<file path="src/hw/rtl/rsdp_pkg.sv">
// ---------------------------------------------------------------------------
// RSDP scanner package
// Signature table, check offsets and slot control type for the scanner.
// ---------------------------------------------------------------------------
package rsdp_pkg;

   localparam int SIG_LEN   = 8;
   localparam int SHORT_LEN = 20;
   localparam int LONG_LEN  = 36;
   localparam int REV_AT    = 15;
   localparam int COUNT_W   = 6;
   localparam int OFFSET_W  = 17;

   typedef logic [COUNT_W-1:0] count_type;
   typedef logic [7:0]         byte_type;

   typedef struct packed {
      logic advance;
      logic clear;
      logic launch;
   } slot_ctl_type;

   // "RSD PTR "
   function automatic byte_type sig_byte(input logic [2:0] idx);
      byte_type b;
      unique case (idx)
         3'd0: b = 8'h52;
         3'd1: b = 8'h53;
         3'd2: b = 8'h44;
         3'd3: b = 8'h20;
         3'd4: b = 8'h50;
         3'd5: b = 8'h54;
         3'd6: b = 8'h52;
         3'd7: b = 8'h20;
         default: b = 8'h00;
      endcase
      return b;
   endfunction

endpackage

</file>
<file path="src/hw/rtl/rsdp_slot.sv">
// ---------------------------------------------------------------------------
// RSDP candidate slot
// Tracks one candidate structure: signature, running checksum, revision.
// ---------------------------------------------------------------------------
module rsdp_slot import rsdp_pkg::*; #(
   parameter int POS_W = 18
) (
   input  logic             clock,
   input  logic             reset,
   input  slot_ctl_type     ctl,
   input  logic [POS_W-1:0] start_pos,
   input  byte_type         data_byte,
   input  byte_type         min_revision,
   output logic             hit,
   output logic [POS_W-1:0] hit_start
);

   logic             active_ff, active_in;
   count_type        count_ff, count_in;
   byte_type         sum_ff, sum_in;
   logic             sig_ff, sig_in;
   logic             short_ff, short_in;
   logic             rev_ff, rev_in;
   logic [POS_W-1:0] start_ff, start_in;

   logic      cur_active, cur_sig, cur_short, cur_rev;
   count_type cur_count;
   byte_type  cur_sum;
   logic      sig_mismatch, last_byte;

   always_comb begin
      // a launch restarts the slot on the byte that arrives with it
      cur_active = ctl.launch | active_ff;
      cur_count  = ctl.launch ? '0 : count_ff;
      cur_sum    = ctl.launch ? '0 : sum_ff;
      cur_sig    = ctl.launch | sig_ff;
      cur_short  = ctl.launch ? 1'b0 : short_ff;
      cur_rev    = ctl.launch ? 1'b0 : rev_ff;

      sig_mismatch = (cur_count < COUNT_W'(SIG_LEN)) &&
                     (data_byte != sig_byte(cur_count[2:0]));
      sum_in   = cur_sum + data_byte;
      sig_in   = cur_sig & ~sig_mismatch;
      rev_in   = (cur_count == COUNT_W'(REV_AT)) ? (data_byte >= min_revision) : cur_rev;
      short_in = (cur_count == COUNT_W'(SHORT_LEN - 1)) ? (sum_in == 8'd0) : cur_short;
      last_byte = (cur_count == COUNT_W'(LONG_LEN - 1));
      count_in  = cur_count + COUNT_W'(1);
      active_in = cur_active & ~last_byte;
      start_in  = ctl.launch ? start_pos : start_ff;

      hit = cur_active & last_byte & sig_in & short_in & rev_in & (sum_in == 8'd0);
      hit_start = start_ff;
   end

   always_ff @(posedge clock) begin
      if (reset) begin
         active_ff <= 1'b0;
      end else if (ctl.clear) begin
         active_ff <= 1'b0;
      end else if (ctl.advance) begin
         active_ff <= active_in;
      end
   end

   always_ff @(posedge clock) begin
      if (ctl.advance && cur_active) begin
         count_ff <= count_in;
         sum_ff   <= sum_in;
         sig_ff   <= sig_in;
         short_ff <= short_in;
         rev_ff   <= rev_in;
         start_ff <= start_in;
      end
   end

endmodule

</file>
<file path="src/hw/rtl/rsdp_pointer_scanner.sv">
// ---------------------------------------------------------------------------
// RSDP pointer scanner
// Scans a byte stream for a valid root-pointer structure and reports it.
// ---------------------------------------------------------------------------
// Takes one byte per clock, back to back, while not stalled, with no clearing pass after reset.
// A request is held in the input register; the checks of all candidate
// slots run in the cycle it leaves, and the response is held in the output
// register, so a response shows after its request has passed the input and
// then the output register. The input register keeps taking requests while
// a response waits; the stream stalls only when both registers are full.
// Candidates start every SCAN_STEP bytes, ceil(36 / SCAN_STEP) of them run
// in parallel slots, and a response comes for the byte that completes the
// first passing candidate or for the region's last byte when none passed.
module rsdp_pointer_scanner import rsdp_pkg::*; #(
   parameter int MAX_REGION_BYTES = 131072,
   parameter int SCAN_STEP        = 16
) (
   input  logic                clock,
   input  logic                reset,
   input  logic                req_valid,
   output logic                req_ready,
   input  logic [7:0]          req_data_byte,
   input  logic                req_region_end,
   output logic                rsp_valid,
   input  logic                rsp_ready,
   output logic                rsp_found,
   output logic [OFFSET_W-1:0] rsp_match_offset,
   input  logic                csr_wr_en,
   input  logic [7:0]          csr_wr_data
);

   localparam int SLOTS  = (LONG_LEN + SCAN_STEP - 1) / SCAN_STEP;
   localparam int POS_W  = $clog2(MAX_REGION_BYTES + 1);
   localparam int PH_W   = $clog2(SCAN_STEP);
   localparam int SLOT_W = (SLOTS > 1) ? $clog2(SLOTS) : 1;

   logic                in_valid_ff, in_valid_in;
   byte_type            in_data_ff;
   logic                in_end_ff;
   logic                rsp_valid_ff, rsp_valid_in;
   logic                rsp_found_ff;
   logic [OFFSET_W-1:0] rsp_offset_ff;
   byte_type            min_rev_ff;
   logic [POS_W-1:0]    pos_ff, pos_in;
   logic [PH_W-1:0]     phase_ff, phase_in;
   logic [SLOT_W-1:0]   ptr_ff, ptr_in;
   logic                done_ff, done_in;

   logic                accept, advance, step, emit, launch_ok, pos_open;
   logic                hit_any;
   logic [POS_W-1:0]    hit_off;
   logic [POS_W+OFFSET_W-1:0] off_ext;
   logic [OFFSET_W-1:0] offset_in;

   slot_ctl_type        slot_ctl [SLOTS];
   logic                slot_hit [SLOTS];
   logic [POS_W-1:0]    slot_start [SLOTS];

   assign accept    = req_valid & req_ready;
   assign pos_open  = pos_ff < POS_W'(MAX_REGION_BYTES);
   assign launch_ok = ~done_ff & pos_open & (phase_ff == '0);

   generate
      for (genvar s = 0; s < SLOTS; s++) begin : g_slot
         assign slot_ctl[s].advance = step;
         assign slot_ctl[s].clear   = advance & in_end_ff;
         assign slot_ctl[s].launch  = launch_ok & (ptr_ff == SLOT_W'(s));

         rsdp_slot #(
            .POS_W (POS_W)
         ) u_slot (
            .clock        (clock),
            .reset        (reset),
            .ctl          (slot_ctl[s]),
            .start_pos    (pos_ff),
            .data_byte    (in_data_ff),
            .min_revision (min_rev_ff),
            .hit          (slot_hit[s]),
            .hit_start    (slot_start[s])
         );
      end
   endgenerate

   // lowest slot wins; at most one slot completes per byte anyway
   always_comb begin
      hit_any = 1'b0;
      hit_off = '0;
      for (int s = 0; s < SLOTS; s++) begin
         if (!hit_any && slot_hit[s]) begin
            hit_any = 1'b1;
            hit_off = slot_start[s];
         end
      end
   end

   always_comb begin
      emit    = ~done_ff & (hit_any | in_end_ff);
      advance = in_valid_ff & (~emit | ~rsp_valid_ff | rsp_ready);
      step    = advance & ~done_ff;
      req_ready = ~in_valid_ff | advance;

      off_ext   = {{OFFSET_W{1'b0}}, hit_off};
      offset_in = hit_any ? off_ext[OFFSET_W-1:0] : '0;

      in_valid_in = accept ? 1'b1 : (advance ? 1'b0 : in_valid_ff);

      priority if (advance && emit) begin
         rsp_valid_in = 1'b1;
      end else if (rsp_ready) begin
         rsp_valid_in = 1'b0;
      end else begin
         rsp_valid_in = rsp_valid_ff;
      end

      pos_in   = pos_ff;
      phase_in = phase_ff;
      ptr_in   = ptr_ff;
      done_in  = done_ff;
      priority if (advance && in_end_ff) begin
         // start a fresh region
         pos_in   = '0;
         phase_in = '0;
         ptr_in   = '0;
         done_in  = 1'b0;
      end else if (step) begin
         if (pos_open) begin
            pos_in = pos_ff + POS_W'(1);
         end
         phase_in = (phase_ff == PH_W'(SCAN_STEP - 1)) ? '0 : phase_ff + PH_W'(1);
         if (launch_ok) begin
            ptr_in = (ptr_ff == SLOT_W'(SLOTS - 1)) ? '0 : ptr_ff + SLOT_W'(1);
         end
         done_in = hit_any;
      end
   end

   always_ff @(posedge clock) begin
      if (reset) begin
         in_valid_ff  <= 1'b0;
         rsp_valid_ff <= 1'b0;
         min_rev_ff   <= 8'd2;
         pos_ff       <= '0;
         phase_ff     <= '0;
         ptr_ff       <= '0;
         done_ff      <= 1'b0;
      end else begin
         in_valid_ff  <= in_valid_in;
         rsp_valid_ff <= rsp_valid_in;
         if (csr_wr_en) begin
            min_rev_ff <= csr_wr_data;
         end
         pos_ff   <= pos_in;
         phase_ff <= phase_in;
         ptr_ff   <= ptr_in;
         done_ff  <= done_in;
      end
   end

   always_ff @(posedge clock) begin
      if (accept) begin
         in_data_ff <= req_data_byte;
         in_end_ff  <= req_region_end;
      end
      if (advance && emit) begin
         rsp_found_ff  <= hit_any;
         rsp_offset_ff <= offset_in;
      end
   end

   assign rsp_valid        = rsp_valid_ff;
   assign rsp_found        = rsp_found_ff;
   assign rsp_match_offset = rsp_offset_ff;

endmodule

</file>
<file path="config.mk">
export PLATFORM = sky130hd
export DESIGN_NAME = rsdp_pointer_scanner
export DESIGN_NICKNAME = d
export VERILOG_FILES = /design/src/hw/rtl/rsdp_pkg.sv /design/src/hw/rtl/rsdp_slot.sv /design/src/hw/rtl/rsdp_pointer_scanner.sv
export SDC_FILE = /design/constraint.sdc
export NUM_CORES = 1
export LEC_CHECK = 0
export ABC_CLOCK_PERIOD_IN_PS = 10180
export BUFFER_PORTS_ARGS = -buffer_cell sky130_fd_sc_hd__clkbuf_2
export CAP_MARGIN = 10
export CELL_PAD_IN_SITES_DETAIL_PLACEMENT = 0
export CELL_PAD_IN_SITES_GLOBAL_PLACEMENT = 1
export CORE_UTILIZATION = 35
export DETAILED_ROUTE_END_ITERATION = 16
export MAX_ROUTING_LAYER = met4
export PLACE_DENSITY = 0.57
export RECOVER_POWER = 100
export REMOVE_ABC_BUFFERS = 1
export SETUP_SLACK_MARGIN = 0.05
export SLEW_MARGIN = 20
export SYNTH_ARGS = -nofsm -noshare
export SYNTH_HDL_FRONTEND = slang
export SYNTH_SLANG_ARGS = --single-unit
</file>
<file path="constraint.sdc">
create_clock -name clock -period 10.18 [get_ports clock]
set_clock_uncertainty 0.15 [all_clocks]
set_input_delay 0 -clock clock [delete_from_list [all_inputs] [get_ports clock]]
set_output_delay 0 -clock clock [all_outputs]
set_load 0.005 [all_outputs]
</file>
==> results of run 1 <==
-- area by class of cell --
cell class | instances | area (um^2)
Tap cell | 330 | 413
Multi-Input combinational cell | 551 | 3950
Clock inverter | 15 | 216
Fill cell | 2467 | 15000
Inverter | 49 | 184
Timing Repair Buffer | 76 | 508
Sequential cell | 167 | 4630
Clock buffer | 17 | 425
-- power groups by stage --
stage                     clock network [mW]  logic, mW  registers [mW]
after floorplan                            0      0.109           0.775
final                                  0.675      0.154           0.767
after CTS                              0.694      0.162           0.767
after global placement                     0      0.149           0.782
after detailed placement                   0      0.152           0.783
after global routing                   0.720      0.175           0.769
-- worst min-delay path by stage --
stage               cells after the start             start            end  slack [ns]
floorplan                               1             reset    in_valid_ff       -0.08
global placement                        1  req_data_byte[3]  in_data_ff[3]        0.03
detailed placement                      1  req_data_byte[7]  in_data_ff[7]        0.03
CTS                                     2             reset  min_rev_ff[2]        0.03
global route                            5         rsp_ready    in_valid_ff        0.09
finish                                  2             reset  min_rev_ff[5]        0.04
-- cells by family (layout without fill, tap and decap cells) --
family | after synthesis | count (layout) | share of synthesized area
mux | 47 | 47 | 0.0542
buf+inv | 77 | 157 | 0.0378
simple gates | 261 | 261 | 0.150
flops | 167 | 167 | 0.511
fa+ha+maj | 50 | 50 | 0.0714
xor+xnor | 33 | 33 | 0.0318
compound gates | 160 | 160 | 0.144
-- state kept, by name, summed over array words and instances (netlist names), 4 cells and up --
register	flops
in_data_ff	8
min_rev_ff	8
g_slot.u_slot.hit_start	51
rsp_match_offset	17
phase_ff	4
g_slot.u_slot.count_ff	18
g_slot.u_slot.sum_ff	24
pos_ff	18
-- critical path: cells and delay by family, from the launching register on --
kind	cells	cell delay, ns
adders and majority gates	3	0.82
buffers and inverters	4	1.18
DFF	1	0.38
and+or+nand+nor	5	1.38
AOI/OAI and AO/OA	6	3.14
-- repair_timing --
action                                 4_1_cts  5_1_grt
endpoints found under the hold margin       18        0
setup buffers                                0        0
hold buffers                                27        0
-- per-layer routing --
layer  global-route usage  vias up  wire length [um]
li1                     -     3098                 -
met1                0.219     3072              9930
met2                0.279       88             10200
met3               0.0289       18               628
met4               0.0489        0               259
met5                    -        -                 0
-- cells in the final DEF (no fill, tap or decap), types with 17 or more instances in the layout --
| cell type | count |
|---|---|
| nor2_1 | 51 |
| inv_1 | 49 |
| edfxtp_1 | 129 |
| nand2_1 | 62 |
| a22o_1 | 17 |
| dfxtp_1 | 38 |
| clkbuf_16 | 17 |
| xor2_1 | 21 |
| or3_1 | 21 |
| a21oi_1 | 38 |
| mux2i_1 | 30 |
| a211oi_1 | 20 |
| clkbuf_2 | 28 |
| nand3_1 | 25 |
| ha_1 | 47 |
| dlygate4sd3_1 | 27 |
-- metrics by stage --
stage,cell area (um^2),util,worst slack [ns]
2_1_floorplan,8920,-,4.50
3_3_place_gp,9600,0.379,3.99
3_5_place_dp,9600,0.379,3.94
4_1_cts,10500,0.415,3.91
5_1_grt,10300,0.408,2.06
6_report,10300,0.408,2.76
==> flow_metrics.env, run 1 <==
export IMPL_status="complete, but fails checks"
export IMPL_violations="capacitance limit, slew limit"
export IMPL_p_switching_mw=0.438
export IMPL_avgSynthCellArea_um2=11.4
export IMPL_wire_per_inst_um=17.4
export IMPL_relSlewSlack=-0.530
export IMPL_fp_dieW_um=163
export IMPL_synthMostInstantiatedCell="edfxtp_1"
export IMPL_irDropWorstVdd_mv=0.111
export IMPL_fin_nets=934
export IMPL_io_pin_count=42
export IMPL_rsz0062_at_grt="false"
export IMPL_synth_cell_types=79
export IMPL_fmax_mhz=135
export IMPL_routed_via_density=5.21
export IMPL_antenna_found_initial=0
export IMPL_num_vias=6276
export IMPL_startpoint_type="flop"
export IMPL_endpoint="g_slot[1].u_slot.count_ff[0]"
export IMPL_required_ns=10.10
export IMPL_ys_ff_latch=167
export IMPL_cts_buffers=17
export IMPL_finalSetupViolations=0
export IMPL_synth_edf_count=129
export IMPL_clk_path_buf_depth=2
export IMPL_crit_start="phase_ff[0]"
export IMPL_synth_top_area_share=0.427
export IMPL_synth_largest_area_cell="edfxtp_1"
export IMPL_min_path_type="input port to flop"
export IMPL_drc_errors=0
export IMPL_worstSkewPairLatency_ns=0.43
export IMPL_maxCapViolCount=2
export IMPL_syn_inst=795
export IMPL_worstPathArrival_ns=7.35
export IMPL_combinationalPowerShare=0.097
export IMPL_power_leakage_nw=3.80
export IMPL_clockRootBuffer="clkbuf_16"
export IMPL_final_cell_count_no_fill=1205
export IMPL_cts_sinks=167
export IMPL_fin_hold_ws_ns=0.0448
export IMPL_intPower_mw=1.16
export IMPL_placed_cells=1145
export IMPL_routabilityCongestion=0.839
export IMPL_fin_tns_setup_ns=0
export IMPL_reg2reg_slack_ns=2.76
export IMPL_grt_pass1_vias=6235
export IMPL_sequentialPowerShare=0.480
export IMPL_hpwl_um=14900
export IMPL_p_clk_frac=0.423
export IMPL_crit_path_cell_trace="inv_1 -> ha_1 -> nand4bb_1 -> or2_0 -> and2_0 -> ha_1 -> inv_1 -> fa_1 -> nand2b_1 -> a21oi_1 -> nor4_1 -> a311o_1 -> a2111oi_0 -> a2111o_1 -> clkbuf_1 -> a211oi_1 -> clkbuf_1 -> o21a_1"
export IMPL_timing_rr_start="phase_ff[0]"
export IMPL_die_area_mm2=0.0266
export IMPL_start_util=0.358
export IMPL_row_count=58
export IMPL_antenna_cells=0
export IMPL_seq_area_frac_synth=0.511
export IMPL_cts_tree="done"
export IMPL_drt_iter0_drc=230
export IMPL_synthArstFlopShare=0
export IMPL_period_needed_ns=7.42
export IMPL_die_height_um=163
export IMPL_h_tree_depth=4
export IMPL_reg2regPathDepth=18
export IMPL_yosys_warnings=0
export IMPL_slowest_stage="a2111oi_0"
export IMPL_fin_crit_sh=0.729
export IMPL_first_pass_iters=4
export IMPL_final_layout_size_suffix_gt1_frac=0.105
export IMPL_clk_pin_slew_ns=0.08
export IMPL_track_usage=0.172
export IMPL_path_class="flop to flop"
export IMPL_yosys_top_cells_count="edfxtp_1 (129), nand2_1 (62), nor2_1 (51)"
export IMPL_synth_top_flop_cell="edfxtp_1"
export IMPL_p_per_area_mw_per_mm2=154
export IMPL_netlist_area_mm2=0.00908
export IMPL_worst_pin_slew_ns=2.24
export IMPL_core_mm2=0.0253
export IMPL_drv_slew=27
export IMPL_swShare=0.275
export IMPL_drt_total_wl_um=21000
export IMPL_r2r_end="g_slot[1].u_slot.count_ff[0]"
export IMPL_cts_repair_resized=0
export IMPL_end_kind="flop"
export IMPL_area_growth_pct=13.9
export IMPL_cp_slowest_stage_delay_ns=1.18
export IMPL_synthTopCellsByArea="edfxtp_1 (43%), dfxtp_1 (8.4%), ha_1 (6.5%), mux2i_1 (3.3%), nand2_1 (2.6%)"
export IMPL_final_hold_viol_count=0
export IMPL_io_buffers=41
export IMPL_antenna_left=0
export IMPL_finalPower_mw=1.60
export IMPL_worst_path_max_fanout=19
export IMPL_gr_total_overflow=0
export IMPL_grt_max_degree=32
export IMPL_grt_pass1_wl_um=33800
No activity file was read; power rests on OpenSTA's default activity.
==> run 2: changes to the inputs <==
Settings changed: ABC_CLOCK_PERIOD_IN_PS 10180 to 7000.
Clock period 10.18 ns to 7 ns, I/O delays scaled along.
==> flow_metrics.env, run 2 (synthesis results as in run 1) <==
export IMPL_routabilityCongestion=0.828
export IMPL_r2r_end="rsp_match_offset[7]"
export IMPL_grt_pass1_vias=6352
export IMPL_io_pin_count=42
export IMPL_worstPathArrival_ns=6.01
export IMPL_timing_rr_start="phase_ff[0]"
export IMPL_die_area_mm2=0.0266
export IMPL_worst_slack_ns=0.897
export IMPL_hpwl_um=14800
export IMPL_largest_register_ffs=51
export IMPL_irDropWorstVdd_mv=0.137
export IMPL_num_vias=6306
export IMPL_die_height_um=163
export IMPL_worst_path_max_fanout=18
export IMPL_fin_crit_sh=0.872
export IMPL_grt_max_degree=33
export IMPL_core_mm2=0.0253
export IMPL_fin_nets=937
export IMPL_startpoint_type="flop"
export IMPL_antenna_left=0
export IMPL_antenna_cells=0
export IMPL_place_ws_ns=1.30
export IMPL_min_path_type="input port to flop"
export IMPL_io_buffers=41
export IMPL_fp_dieW_um=163
export IMPL_gr_total_overflow=0
export IMPL_status="complete, but fails checks"
export IMPL_cts_sinks=167
export IMPL_period_needed_ns=6.10
export IMPL_drv_slew=8
export IMPL_drt_total_wl_um=21600
export IMPL_p_per_area_mw_per_mm2=228
export IMPL_drt_iter0_drc=282
export IMPL_relSlewSlack=-0.454
export IMPL_start_util=0.358
export IMPL_reg2regPathDepth=15
export IMPL_row_count=58
export IMPL_endpoint="rsp_match_offset[7]"
export IMPL_violations="capacitance limit, slew limit"
export IMPL_fin_tns_setup_ns=0
export IMPL_track_usage=0.175
export IMPL_required_ns=6.91
export IMPL_grt_pass1_wl_um=34600
export IMPL_cts_tree="done"
export IMPL_routed_via_density=5.22
export IMPL_final_layout_size_suffix_gt1_frac=0.109
export IMPL_clk_pin_slew_ns=0.07
export IMPL_area_growth_pct=14.2
export IMPL_worst_pin_slew_ns=2.13
export IMPL_finalSetupViolations=0
export IMPL_cts_repair_resized=0
export IMPL_clockRootBuffer="clkbuf_16"
export IMPL_path_class="flop to flop"
export IMPL_power_leakage_nw=3.82
export IMPL_layout_common_cells="edfxtp_1 (129), nand2_1 (62), nor2_1 (50)"
export IMPL_first_pass_iters=5
export IMPL_clk_path_buf_depth=2
export IMPL_final_common_cell="edfxtp_1"
export IMPL_maxCapViolCount=1
export IMPL_wire_per_inst_um=17.9
export IMPL_drc_errors=0
export IMPL_h_tree_depth=4
export IMPL_post_cts_buffers=0
export IMPL_hold_buffers=27
export IMPL_antenna_found_initial=0
export IMPL_rsz0062_at_grt="false"
export IMPL_num_fill_cells=2432
export IMPL_fmax_mhz=164
export IMPL_end_kind="flop"
export IMPL_crit_start="phase_ff[0]"
export IMPL_reg2reg_slack_ns=0.90
export IMPL_cts_buffers=17
export IMPL_worstSkewPairLatency_ns=0.43
export IMPL_final_hold_viol_count=0
## run 2: worst min path at each step
stage	to	start	depth (start not counted)
floorplan	in_valid_ff	reset	1
global placement	in_data_ff[4]	req_data_byte[4]	1
detailed placement	in_data_ff[3]	req_data_byte[3]	1
CTS	min_rev_ff[3]	reset	2
global route	min_rev_ff[3]	reset	2
finish	min_rev_ff[3]	reset	2
## run 2: layer usage
| layer | global-route usage | vias up | wire (um) |
|---|---|---|---|
| met4 | 0.0506 | 0 | 287 |
| met5 | - | - | 0 |
| met2 | 0.291 | 92 | 10500 |
| li1 | - | 3112 | - |
| met1 | 0.219 | 3082 | 10300 |
| met3 | 0.0284 | 20 | 520 |
## run 2: through the flow
| step | instance area [um^2] | hold WS, ns | utilization | total power, mW | cells |
|---|---|---|---|---|---|
| floorplan | 8920 | -0.0809 | - | 1.29 | 767 |
| global placement | 9630 | 0.0274 | 0.380 | 1.36 | 1149 |
| detailed placement | 9630 | 0.0291 | 0.380 | 1.36 | 1149 |
| CTS | 10500 | 0.0443 | 0.416 | 2.40 | 1208 |
| global route | 10400 | 0.0949 | 0.409 | 2.45 | 1208 |
| finish | 10400 | 0.0313 | 0.409 | 2.36 | 1208 |
## run 2: where the power goes
group	switching, mW	total, mW	internal [mW]
combinational	0.137	0.232	0.0951
clock	0.438	1.02	0.579
sequential	0.0204	1.11	1.09
## run 2: final cells by class
cell class	count	area, um^2	share of cell area
clock buffer	18	429	0.0414
clock inverter	14	200	0.0193
inverter	49	184	0.0177
multi-input combinational	551	3970	0.383
sequential	167	4630	0.447
tap	330	413	0.0398
timing repair buffer	79	529	0.0511
## run 2: worst max-delay path: stages (launching register included)
cell and delay [ns]:
dfxtp_1 0.38, inv_1 0.08, ha_1 0.24, nand4bb_1 0.15, or2_0 0.78, and2_0 0.23, ha_1 0.19, fa_1 0.44
or4_1 0.56, a2111oi_0 0.64, o2111a_1 0.44, a2111o_1 0.45, buf_4 0.30, nand2_1 0.10, nor2_2 0.13, clkbuf_2 0.46
